### src/hdl/cpi_pkg.sv
// Shared types and constants for the curve point interpolator.
// Holds the opcode and state encodings and the fixed field widths.
// No dependencies.
package cpi_pkg;

  // Fixed widths of the item fields.
  localparam int unsigned OpW  = 2;
  localparam int unsigned IdxW = 8;
  localparam int unsigned LvlW = 8;

  // Configuration register index, taken from paddr[2].
  localparam logic REG_MODE = 1'b0;

  // Mode register encodings.
  localparam logic MODE_HOLD   = 1'b0;
  localparam logic MODE_LINEAR = 1'b1;

  typedef enum logic [OpW-1:0] {
    OP_SET   = 2'd0,
    OP_CLR   = 2'd1,
    OP_QUERY = 2'd2
  } op_e;

  typedef enum logic [2:0] {
    ST_CLEAR,
    ST_IDLE,
    ST_DOWN,
    ST_UP,
    ST_MUL,
    ST_DIV,
    ST_OUT
  } state_e;

endpackage

### src/hdl/curve_point_interpolator.sv
// Top level of the curve point interpolator: point memory, scan sequencer,
// a multiply and restoring divide step, and the APB mode register.
// Depends on cpi_pkg.
//
// Usage. Items enter on start/opcode_i/index_i/point_level_i and are taken
// at a clock edge where start is high and busy is low. Set and clear leave
// busy low. A query returns one result: result_valid_o is high for exactly
// one cycle with curve_value_o; the receiver cannot stall it and must take
// it in that cycle. A query outside the table answers 0 on the cycle after
// it is taken.
// Query timing is set by the single read port of the point memory, which
// visits one entry per cycle: a downward scan from the index to the nearest
// point, in linear mode an upward scan to the next point, then a multiply
// step, eight divide steps and an output step. Busy stays high from the
// accepting edge until the result is shown.
// After reset the block clears the point memory, one entry per cycle, with
// busy high; mode register writes are taken as ever.
// The mode register (APB, address 0) resets to linear mode.
module curve_point_interpolator
  import cpi_pkg::*;
#(
  parameter int unsigned TABLE_SIZE = 256
) (
  input  logic            clk_i,
  input  logic            rst_ni,
  input  logic            start,
  output logic            busy,
  input  logic [OpW-1:0]  opcode_i,
  input  logic [IdxW-1:0] index_i,
  input  logic [LvlW-1:0] point_level_i,
  output logic            result_valid_o,
  output logic [LvlW-1:0] curve_value_o,
  input  logic            psel,
  input  logic            penable,
  input  logic            pwrite,
  input  logic [2:0]      paddr,
  input  logic [31:0]     pwdata,
  output logic [31:0]     prdata,
  output logic            pready
);

  localparam int unsigned AW = $clog2(TABLE_SIZE);
  localparam logic [AW-1:0] LAST = AW'(TABLE_SIZE - 1);

  state_e state_q, state_d;

  logic            mode_q;
  logic [AW-1:0]   clr_q, clr_d;
  logic [AW-1:0]   q_q, q_d;
  logic [AW-1:0]   scan_q, scan_d;
  logic            more_q, more_d;
  logic [AW-1:0]   prev_pos_q, prev_pos_d;
  logic [LvlW-1:0] prev_val_q, prev_val_d;
  logic [AW-1:0]   off_q, off_d;
  logic [AW-1:0]   gap_q, gap_d;
  logic [LvlW-1:0] mag_q, mag_d;
  logic            sign_q, sign_d;
  logic [AW-1:0]   rem_q, rem_d;
  logic [LvlW-1:0] low_q, low_d;
  logic [2:0]      cnt_q, cnt_d;
  logic            res_vld_q, res_vld_d;
  logic [LvlW-1:0] res_val_q, res_val_d;

  // Point memory: bit LvlW is the present flag.
  logic [LvlW:0]   point_mem_q [TABLE_SIZE];
  logic [LvlW:0]   rdata_q;
  logic            rd_vld_q;
  logic [AW-1:0]   rd_pos_q;
  logic            rd_en;
  logic [AW-1:0]   rd_addr;
  logic            wr_en;
  logic [AW-1:0]   wr_addr;
  logic [LvlW:0]   wr_data;

  logic            accept;
  logic            in_table;
  logic [AW-1:0]   idx_addr;
  logic            rd_present;
  logic [LvlW-1:0] rd_level;
  logic            dn_hit;
  logic            up_hit;
  logic [LvlW-1:0] dn_val;
  logic [AW-1:0]   dn_pos;
  logic [AW:0]     div_t;
  logic            div_ge;

  assign accept     = start && !busy;
  assign in_table   = 32'(index_i) < TABLE_SIZE;
  assign idx_addr   = AW'(index_i);
  assign rd_present = rdata_q[LvlW];
  assign rd_level   = rdata_q[LvlW-1:0];

  // Scan outcomes: a point was seen, or the scan reached the table edge.
  assign dn_hit = rd_vld_q && (rd_present || rd_pos_q == '0);
  assign up_hit = rd_vld_q && (rd_present || rd_pos_q == LAST);
  assign dn_val = rd_present ? rd_level : '0;
  assign dn_pos = rd_present ? rd_pos_q : '0;

  // One restoring divide step: shift in the next dividend bit.
  assign div_t  = {rem_q, low_q[LvlW-1]};
  assign div_ge = div_t >= {1'b0, gap_q};

  assign busy           = state_q != ST_IDLE;
  assign result_valid_o = res_vld_q;
  assign curve_value_o  = res_val_q;
  assign pready         = 1'b1;

  // Mode register over APB.
  always_ff @(posedge clk_i or negedge rst_ni) begin
    if (!rst_ni) begin
      mode_q <= MODE_LINEAR;
    end else if (psel && penable && pwrite && pready && paddr[2] == REG_MODE) begin
      mode_q <= pwdata[0];
    end
  end

  always_comb begin
    prdata = '0;
    if (paddr[2] == REG_MODE) begin
      prdata = {31'b0, mode_q};
    end
  end

  // Next state.
  always_comb begin
    state_d = state_q;
    case (state_q)
      ST_CLEAR: begin
        if (clr_q == LAST) begin
          state_d = ST_IDLE;
        end
      end
      ST_IDLE: begin
        if (accept && opcode_i == OP_QUERY && in_table) begin
          state_d = ST_DOWN;
        end
      end
      ST_DOWN: begin
        if (dn_hit) begin
          if (mode_q == MODE_HOLD || (rd_present && rd_pos_q == q_q) || q_q == LAST) begin
            state_d = ST_IDLE;
          end else begin
            state_d = ST_UP;
          end
        end
      end
      ST_UP: begin
        if (up_hit) begin
          state_d = rd_present ? ST_MUL : ST_IDLE;
        end
      end
      ST_MUL: state_d = ST_DIV;
      ST_DIV: begin
        if (cnt_q == 3'd7) begin
          state_d = ST_OUT;
        end
      end
      ST_OUT:  state_d = ST_IDLE;
      default: state_d = ST_IDLE;
    endcase
  end

  // Datapath and memory controls.
  always_comb begin
    clr_d      = clr_q;
    q_d        = q_q;
    scan_d     = scan_q;
    more_d     = more_q;
    prev_pos_d = prev_pos_q;
    prev_val_d = prev_val_q;
    off_d      = off_q;
    gap_d      = gap_q;
    mag_d      = mag_q;
    sign_d     = sign_q;
    rem_d      = rem_q;
    low_d      = low_q;
    cnt_d      = cnt_q;
    res_vld_d  = 1'b0;
    res_val_d  = res_val_q;
    rd_en      = 1'b0;
    rd_addr    = scan_q;
    wr_en      = 1'b0;
    wr_addr    = idx_addr;
    wr_data    = {opcode_i == OP_SET, point_level_i};
    case (state_q)
      ST_CLEAR: begin
        wr_en   = 1'b1;
        wr_addr = clr_q;
        wr_data = '0;
        clr_d   = clr_q + 1'b1;
      end
      ST_IDLE: begin
        if (accept) begin
          case (opcode_i)
            OP_SET, OP_CLR: begin
              wr_en = in_table;
            end
            OP_QUERY: begin
              if (in_table) begin
                q_d    = idx_addr;
                scan_d = idx_addr;
                more_d = 1'b1;
              end else begin
                res_vld_d = 1'b1;
                res_val_d = '0;
              end
            end
            default: ;
          endcase
        end
      end
      ST_DOWN: begin
        // Issue reads downward until a point is seen.
        rd_en = more_q && !dn_hit;
        if (rd_en) begin
          if (scan_q == '0) begin
            more_d = 1'b0;
          end else begin
            scan_d = scan_q - 1'b1;
          end
        end
        if (dn_hit) begin
          prev_pos_d = dn_pos;
          prev_val_d = dn_val;
          off_d      = q_q - dn_pos;
          scan_d     = q_q + 1'b1;
          more_d     = 1'b1;
          if (mode_q == MODE_HOLD || (rd_present && rd_pos_q == q_q) || q_q == LAST) begin
            res_vld_d = 1'b1;
            res_val_d = dn_val;
          end
        end
      end
      ST_UP: begin
        // Issue reads upward until the next point or the table end.
        rd_en = more_q && !up_hit;
        if (rd_en) begin
          if (scan_q == LAST) begin
            more_d = 1'b0;
          end else begin
            scan_d = scan_q + 1'b1;
          end
        end
        if (up_hit) begin
          gap_d  = rd_pos_q - prev_pos_q;
          sign_d = rd_level < prev_val_q;
          mag_d  = (rd_level < prev_val_q) ? prev_val_q - rd_level : rd_level - prev_val_q;
          if (!rd_present) begin
            res_vld_d = 1'b1;
            res_val_d = prev_val_q;
          end
        end
      end
      ST_MUL: begin
        // The product is below gap * 256, so its upper part starts the remainder.
        {rem_d, low_d} = {{LvlW{1'b0}}, off_q} * {{AW{1'b0}}, mag_q};
        cnt_d          = '0;
      end
      ST_DIV: begin
        rem_d = div_ge ? AW'(div_t - {1'b0, gap_q}) : div_t[AW-1:0];
        low_d = {low_q[LvlW-2:0], div_ge};
        cnt_d = cnt_q + 1'b1;
      end
      ST_OUT: begin
        res_vld_d = 1'b1;
        res_val_d = sign_q ? prev_val_q - low_q : prev_val_q + low_q;
      end
      default: ;
    endcase
  end

  // Control registers.
  always_ff @(posedge clk_i or negedge rst_ni) begin
    if (!rst_ni) begin
      state_q   <= ST_CLEAR;
      clr_q     <= '0;
      more_q    <= 1'b0;
      cnt_q     <= '0;
      res_vld_q <= 1'b0;
      rd_vld_q  <= 1'b0;
      rd_pos_q  <= '0;
      scan_q    <= '0;
    end else begin
      state_q   <= state_d;
      clr_q     <= clr_d;
      more_q    <= more_d;
      cnt_q     <= cnt_d;
      res_vld_q <= res_vld_d;
      rd_vld_q  <= rd_en;
      rd_pos_q  <= rd_addr;
      scan_q    <= scan_d;
    end
  end

  // Payload registers.
  always_ff @(posedge clk_i) begin
    q_q        <= q_d;
    prev_pos_q <= prev_pos_d;
    prev_val_q <= prev_val_d;
    off_q      <= off_d;
    gap_q      <= gap_d;
    mag_q      <= mag_d;
    sign_q     <= sign_d;
    rem_q      <= rem_d;
    low_q      <= low_d;
    res_val_q  <= res_val_d;
  end

  // Point memory write and registered read.
  always_ff @(posedge clk_i) begin
    if (wr_en) begin
      point_mem_q[wr_addr] <= wr_data;
    end
  end

  always_ff @(posedge clk_i) begin
    if (rd_en) begin
      rdata_q <= point_mem_q[rd_addr];
    end
  end

  // Read data only returns while a scan is running.
  assert property (@(posedge clk_i) disable iff (!rst_ni)
    rd_vld_q |-> (state_q == ST_DOWN || state_q == ST_UP))
    else $error("read data returned outside a scan");

  // A query outside the table answers on the next cycle.
  assert property (@(posedge clk_i) disable iff (!rst_ni)
    (accept && opcode_i == OP_QUERY && !in_table) |=> result_valid_o)
    else $error("outside query gave no result");

  // A result transfer always coincides with the sequencer being free.
  assert property (@(posedge clk_i) disable iff (!rst_ni)
    result_valid_o |-> !busy)
    else $error("result shown while busy");

  // The divider never runs with a zero divisor.
  assert property (@(posedge clk_i) disable iff (!rst_ni)
    (state_q == ST_DIV) |-> (gap_q != '0))
    else $error("divide by zero gap");

  // The partial remainder stays below the divisor.
  assert property (@(posedge clk_i) disable iff (!rst_ni)
    (state_q == ST_DIV) |-> (rem_q < gap_q))
    else $error("divider remainder out of range");

endmodule
### config.mk
export PLATFORM = sky130hd
export DESIGN_NAME = curve_point_interpolator
export DESIGN_NICKNAME = d
export VERILOG_FILES = /design/src/hdl/cpi_pkg.sv /design/src/hdl/curve_point_interpolator.sv
export SDC_FILE = /design/constraint.sdc
export NUM_CORES = 2
export LEC_CHECK = 0
export ABC_AREA = 1
export BUFFER_PORTS_ARGS = -buffer_cell sky130_fd_sc_hd__buf_2
export CAP_MARGIN = 20
export CORE_MARGIN = 1
export CORE_UTILIZATION = 50
export CTS_CLUSTER_DIAMETER = 150
export DETAILED_ROUTE_END_ITERATION = 10
export PLACE_DENSITY = 0.65
export SYNTH_ARGS = -nofsm -noshare
export SYNTH_HDL_FRONTEND = slang
export SYNTH_SLANG_ARGS = --single-unit
### constraint.sdc
create_clock -name clk_i -period 13.7 [get_ports clk_i]
set_clock_uncertainty 0.05 [all_clocks]
set_input_delay 2.055 -clock clk_i [delete_from_list [all_inputs] [get_ports clk_i]]
set_output_delay 2.055 -clock clk_i [all_outputs]
set_load 0.005 [all_outputs]
# ---- Word-level counts from Yosys, hierarchy flattened
# Memories as Yosys holds them, arrays and structs flattened. A register that Yosys moved wholly into a read port is not among the register bits.
# Cells that the tools add are included.
dict set report classes {
  n_reduce_logical 32
  mux 51
  bitwise_logic 2
  n_mul 1
  addsub 12
  eq_ne 30
  n_lt_le_gt_ge 2
}
# cell n
set op_table {}
lappend op_table {{$mux 8} 17}
lappend op_table {{$pmux 8 s3} 2}
lappend op_table {{$sub 8x8->8} 6}
lappend op_table {{$eq 8x8->1 const B} 4}
lappend op_table {{$pmux 8 s2} 2}
lappend op_table {{$add 8x1->8 const B} 3}
lappend op_table {{$ne 2x2->1 const B} 12}
lappend op_table {{$mux 3} 6}
lappend op_table {{$pmux 3 s6} 1}
lappend op_table {{$logic_not 8->1} 2}
lappend op_table {{$mul 8x8->16} 1}
lappend op_table {{$mux 1} 16}
lappend op_table {{$reduce_and 7->1} 2}
lappend op_table {{$eq 3x3->1 const B} 4}
lappend op_table {{$logic_and 1x1->1} 10}
lappend op_table {{$reduce_and 5->1} 2}
lappend op_table {{$ge 9x8->1} 1}
lappend op_table {{$mux 9} 1}
lappend op_table {{$ne 3x3->1 const B} 3}
lappend op_table {{$add 8x8->8} 1}
lappend op_table {{$eq 8x8->1} 1}
lappend op_table {{$lt 8x8->1} 1}
lappend op_table {{$sub 8x1->8 const B} 1}
lappend op_table {{$eq 3x2->1 const B} 2}
lappend op_table {{19 further kinds} 29}
dict set report totals {
  reg_bits 107
  mem_count 1
  output_inout_bits 43
  ram_bits 2304
  in_bits 59
  elab_cells 150
}
# name words word_bits read_ports rd_ports_with_merged_regs write_ports line
set memory_table {}
lappend memory_table {point_mem_q 256 9 1 1 1 curve_point_interpolator.sv:65} ;# logic [LvlW:0] point_mem_q [TABLE_SIZE];

# ---- Logic depth before layout (Yosys ltp)
dict set report depth {
  word_depth 8
  mapped_depth 19
  ltp_nobuf 18
}

# ---- Least setup slack after synthesis
# OpenSTA, ideal clock, no wires.
dict set report synth_path {
  path_kind {input port to flip-flop}
  from {input port opcode_i[1]}
  to {memory point_mem_q[0][8] (netlist bit), data pin}
  setup_ns 2.105
  n_path_buf 0
  required_ns 11.545
  arrival_ns 11.843
  path_stages 1
  path_slack_ns -0.297
  cell_sequence {nor3_1}
}
dict set report synth_via {
  elab_chain_cells 2
}
# item line
set synth_lines {}
lappend synth_lines {{from (decl)} curve_point_interpolator.sv:28} ;# input logic [OpW-1:0] opcode_i,
lappend synth_lines {{$logic_not 2->1} curve_point_interpolator.sv:184} ;# wr_data = {opcode_i == OP_SET, point_level_i};
lappend synth_lines {{$mux 9} curve_point_interpolator.sv:185} ;# case (state_q)
lappend synth_lines {{to (decl)} curve_point_interpolator.sv:65}
# No other way between the ends.

==> metrics.yaml <==
run_status:
  status: "complete, no violations"
synthesis:
  synth_fa_ha_area_share_pct: 1.84
  synth-edff-count: 2386
  synth_cell_type_count: 48
  ys_seq_elements: 2420
  synth_commonest_cells: "3763 x nand2_1, 2386 x edfxtp_1, 1281 x inv_1"
  synth.area.top_cells: "edfxtp_1 66%, nand2_1 13%, inv_1 4.5%, nand3_1 3.6%, nor2_1 3.4%"
  yosysSeqAreaShare_pct: 67.3
  synth_top_area_share_pct: 66.5
  synth_simple_gate_area_share_pct: 20.7
  synth_xor_area_share_pct: 0.504
  synth.area.mux_share_pct: 0.0128
  ys_warn_count: 0
  synthFlopType: "edfxtp_1"
  mappedNetlistArea_sq_um: 108000
  syn_area_per_cell_sq_um: 10.1
  synth_most_common_cell: "nand2_1"
  synth_top_family_by_area: "simple AND/OR/NAND/NOR gates"
  async_reset_ff_share_pct: 1.40
  netlist.top_cell.by_area: "edfxtp_1"
  synth-compound-area-share_pct: 2.93
  syn-instance-count: 10700
clock_tree:
  cts_max_level: 4
  postCtsSetupRepairBufs: 0
  cts_buffers: 240
  clkTransAtPathRegs_ns: 0.07
  clock_path_buffers: 3
  insertion_delay_ns: 0.89
  hold_buffers: 0
  cts-root-buf: "clkbuf_16"
  clkSinkCount: 2420
  cts_resized: 0
  cts_tree: "yes"
timing:
  fin_ws_ns: 7.84
  hold_viol: 0
  max_slew_margin_pct: 21.1
  finalMaxSlewViolations: 0
  setup_viol: 0
  tns_ns: 0
  fin_crit_sh_pct: 42.7
  post-route-min-period_ns: 5.86
  worstMarginPinSlew_ns: 1.18
  fmax_ghz: 0.171
  rsz0062_at_grt: "false"
min_path:
  hold_path_depth: 0
  hold_start: "rd_addr[5]"
  hold_class: "register to register"
  whs_endpoint: "rd_pos_q[5]"
worst_setup_path:
  crit_top_cell: "nand2_1"
  critPathMaxStageDelay_ns: 0.84
  cp_top_family: "buffers and inverters"
  startpoint: "rd_addr[0]"
  cp.depth: 17
  worst-path-buf-inv: 5
  regToRegSetupSlack_ns: 7.84
  crit_slowest_cell: "buf_4"
  worst-endpoint-arrival_ns: 6.45
  worstReg2RegStart: "rd_addr[0]"
  r2r-end: "rdata_q[3]"
  crit_chain: "inv_8 > buf_12 > buf_4 > buf_4 > nand2_1 > nand3_1 > nand2_1 > nand2_1 > nand2_1 > nor2_1 > nand2_1 > nand3_1 > nand2_1 > nand2_1 > nand2_1 > inv_1 > nand2_1"
  crit_path_max_fanout: 193
  start_kind: "register"
  critPathRequiredTime_ns: 14.29
  reg2regPathDepth: 17
  worstSetupEndpointType: "register"
  setup.worst_path.class: "register to register"
die:
  die_area_sq_um: 217000
  die_w_um: 466
  coreArea_sq_um: 214000
  start_util_pct: 50.3
  num_rows: 170
  die_h_um: 466
  ios: 102
routing:
  wl_per_cell_um: 21.0
  antenna_left: 0
  routed_via_density: 5.35
  drt_wl_total_um: 285000
  vias: 72600
  post-route-drc-count: 0
  drtPass1Iterations: 8
  drt_iter0_drc: 8331
global_routing:
  grt_remaining_overflow: 0
  grt_pass1_vias: 69200
  antenna_found_initial: 9
  grt_usage_pct: 26.0
  grt_pass1_wl_um: 426000
  grt_start_max_net_pins: 210
placed_design:
  place_ws_ns: 7.89
  placed_area_sq_um: 110000
  numPortBuffers: 36
  gp_congestion: 0.908
  hpwlAfterDp_um: 162000
finish:
  final_area_sq_um: 118000
  num-nets-final: 10700
  layout.core_utilization_pct: 54.9
  fillers: 18300
  layout-drive-gt1-share_pct: 4.92
  area_growth_pct: 9.16
power:
  p_leak_nw: 48.5
  clkPwrFrac_pct: 26.4
  p_switching_w: 0.00932
  peakVddDrop_uv: 252
  power.internal_w: 0.0143
  combPwrFrac_pct: 35.3
  powerDensity_nw_per_um2: 201
  power_frac_seq_pct: 38.3
  swShare_pct: 39.4
run:
  cap_viol_max_count: 0
-- flip-flops by register name, summed over array words and instances, names as in the netlist, 3 cells and up --
| signal | cells |
|---|---|
| rem_q | 8 |
| q_q | 8 |
| point_mem_q | 2304 |
| low_q | 8 |
| rdata_q | 9 |
| off_q | 8 |
| prev_val_q | 8 |
| prev_pos_q | 8 |
| curve_value_o | 8 |
| cnt_q | 3 |
| state_q | 3 |
| mag_q | 8 |
| gap_q | 8 |
| rd_addr | 8 |
| rd_pos_q | 8 |
| clr_q | 8 |
-- worst register-to-register path, cell delays in order, from the launching register on --
cell     delay (ns)
dfrtp_4        0.77
inv_8          0.66
buf_12         0.59
buf_4          1.18
buf_4          0.85
nand2_1        0.16
nand3_1        0.11
nand2_1        0.07
nand2_1        0.06
nand2_1        0.10
nor2_1         0.10
nand2_1        0.12
nand3_1        0.27
nand2_1        0.26
nand2_1        0.12
nand2_1        0.06
inv_1          0.05
nand2_1        0.06
-- worst max-delay path by stage --
stage	endpoint	slack, ns
3_5_place_dp	point_mem_q[138][5]	7.89
5_1_grt	rdata_q[3]	7.57
4_1_cts	rdata_q[6]	7.97
2_1_floorplan	point_mem_q[0][0]	4.32
6_report	rdata_q[3]	7.84
3_3_place_gp	point_mem_q[137][1]	7.96
-- kinds of logic (layout without fill, tap and decap cells) --
| family | count (synthesis) | in the layout |
|---|---|---|
| buffers and inverters | 1853 | 1864 |
| and+or+nand+nor | 5603 | 5603 |
| xor gates and xnor gates | 62 | 62 |
| DFF | 2420 | 2420 |
| other | 2 | 36 |
| AOI/OAI and AO/OA | 606 | 606 |
| adders and majority gates | 133 | 133 |
| muxes | 1 | 1 |
-- cell usage in the layout (no fill, tap or decap), drive strengths merged, types with 4 or more instances in the layout --
cell type,Yosys,routed
a21oi,158,158
buf,249,140
bufinv,0,13
clkbuf,314,308
clkinv,2,100
clkinvlp,0,6
conb,2,32
dfrtp,33,33
diode,0,4
edfxtp,2386,2386
fa,42,42
ha,91,91
inv,1288,1297
nand2,3772,3772
nand3,766,766
nand3b,19,19
nand4,24,24
nor2,995,995
nor3,15,15
o211ai,4,4
o21ai,403,403
o21bai,4,4
o221ai,5,5
o22ai,20,20
or2,9,9
xnor2,13,13
xor2,49,49
-- metal layers --
metal  global-route usage (%)  routed length [um]  vias to the layer above
met1                     35.6              117000                    35000
met3                     4.06               23500                      451
met4                     10.1               10500                        2
met5                        0                  15                        -
met2                     41.9              134000                     2907
li1                         -                   -                    34200
-- power groups by stage --
stage               combinational (W)  sequential (W)  clock [W]
floorplan                     0.00523         0.00927          0
global placement              0.00814         0.00920          0
detailed placement            0.00824         0.00920          0
CTS                           0.00828         0.00905    0.00631
global route                  0.00910         0.00906    0.00658
finish                        0.00836         0.00905    0.00624
-- per-stage QoR --
| step | instances | hold slack [ns] | power [W] |
|---|---|---|---|
| global route | 13600 | 0.383 | 0.0247 |
| CTS | 13600 | 0.374 | 0.0236 |
| finish | 13600 | 0.379 | 0.0237 |
| global placement | 13100 | 0.359 | 0.0173 |
| floorplan | 10700 | 0.299 | 0.0145 |
| detailed placement | 13100 | 0.357 | 0.0174 |
-- cell type report --
cell class	instances	area (sq um)	share of cell area (%)
clock inverters	126	1010	0.857
multi-input cells	6437	28200	24.0
well taps	2838	3550	3.02
flip-flops and latches	2420	72500	61.6
diodes	4	10.0	0.00851
clock buffers	308	6320	5.38
repair buffers	140	1160	0.983
inverters	1290	4860	4.13
(Power assumes the default switching activity.)
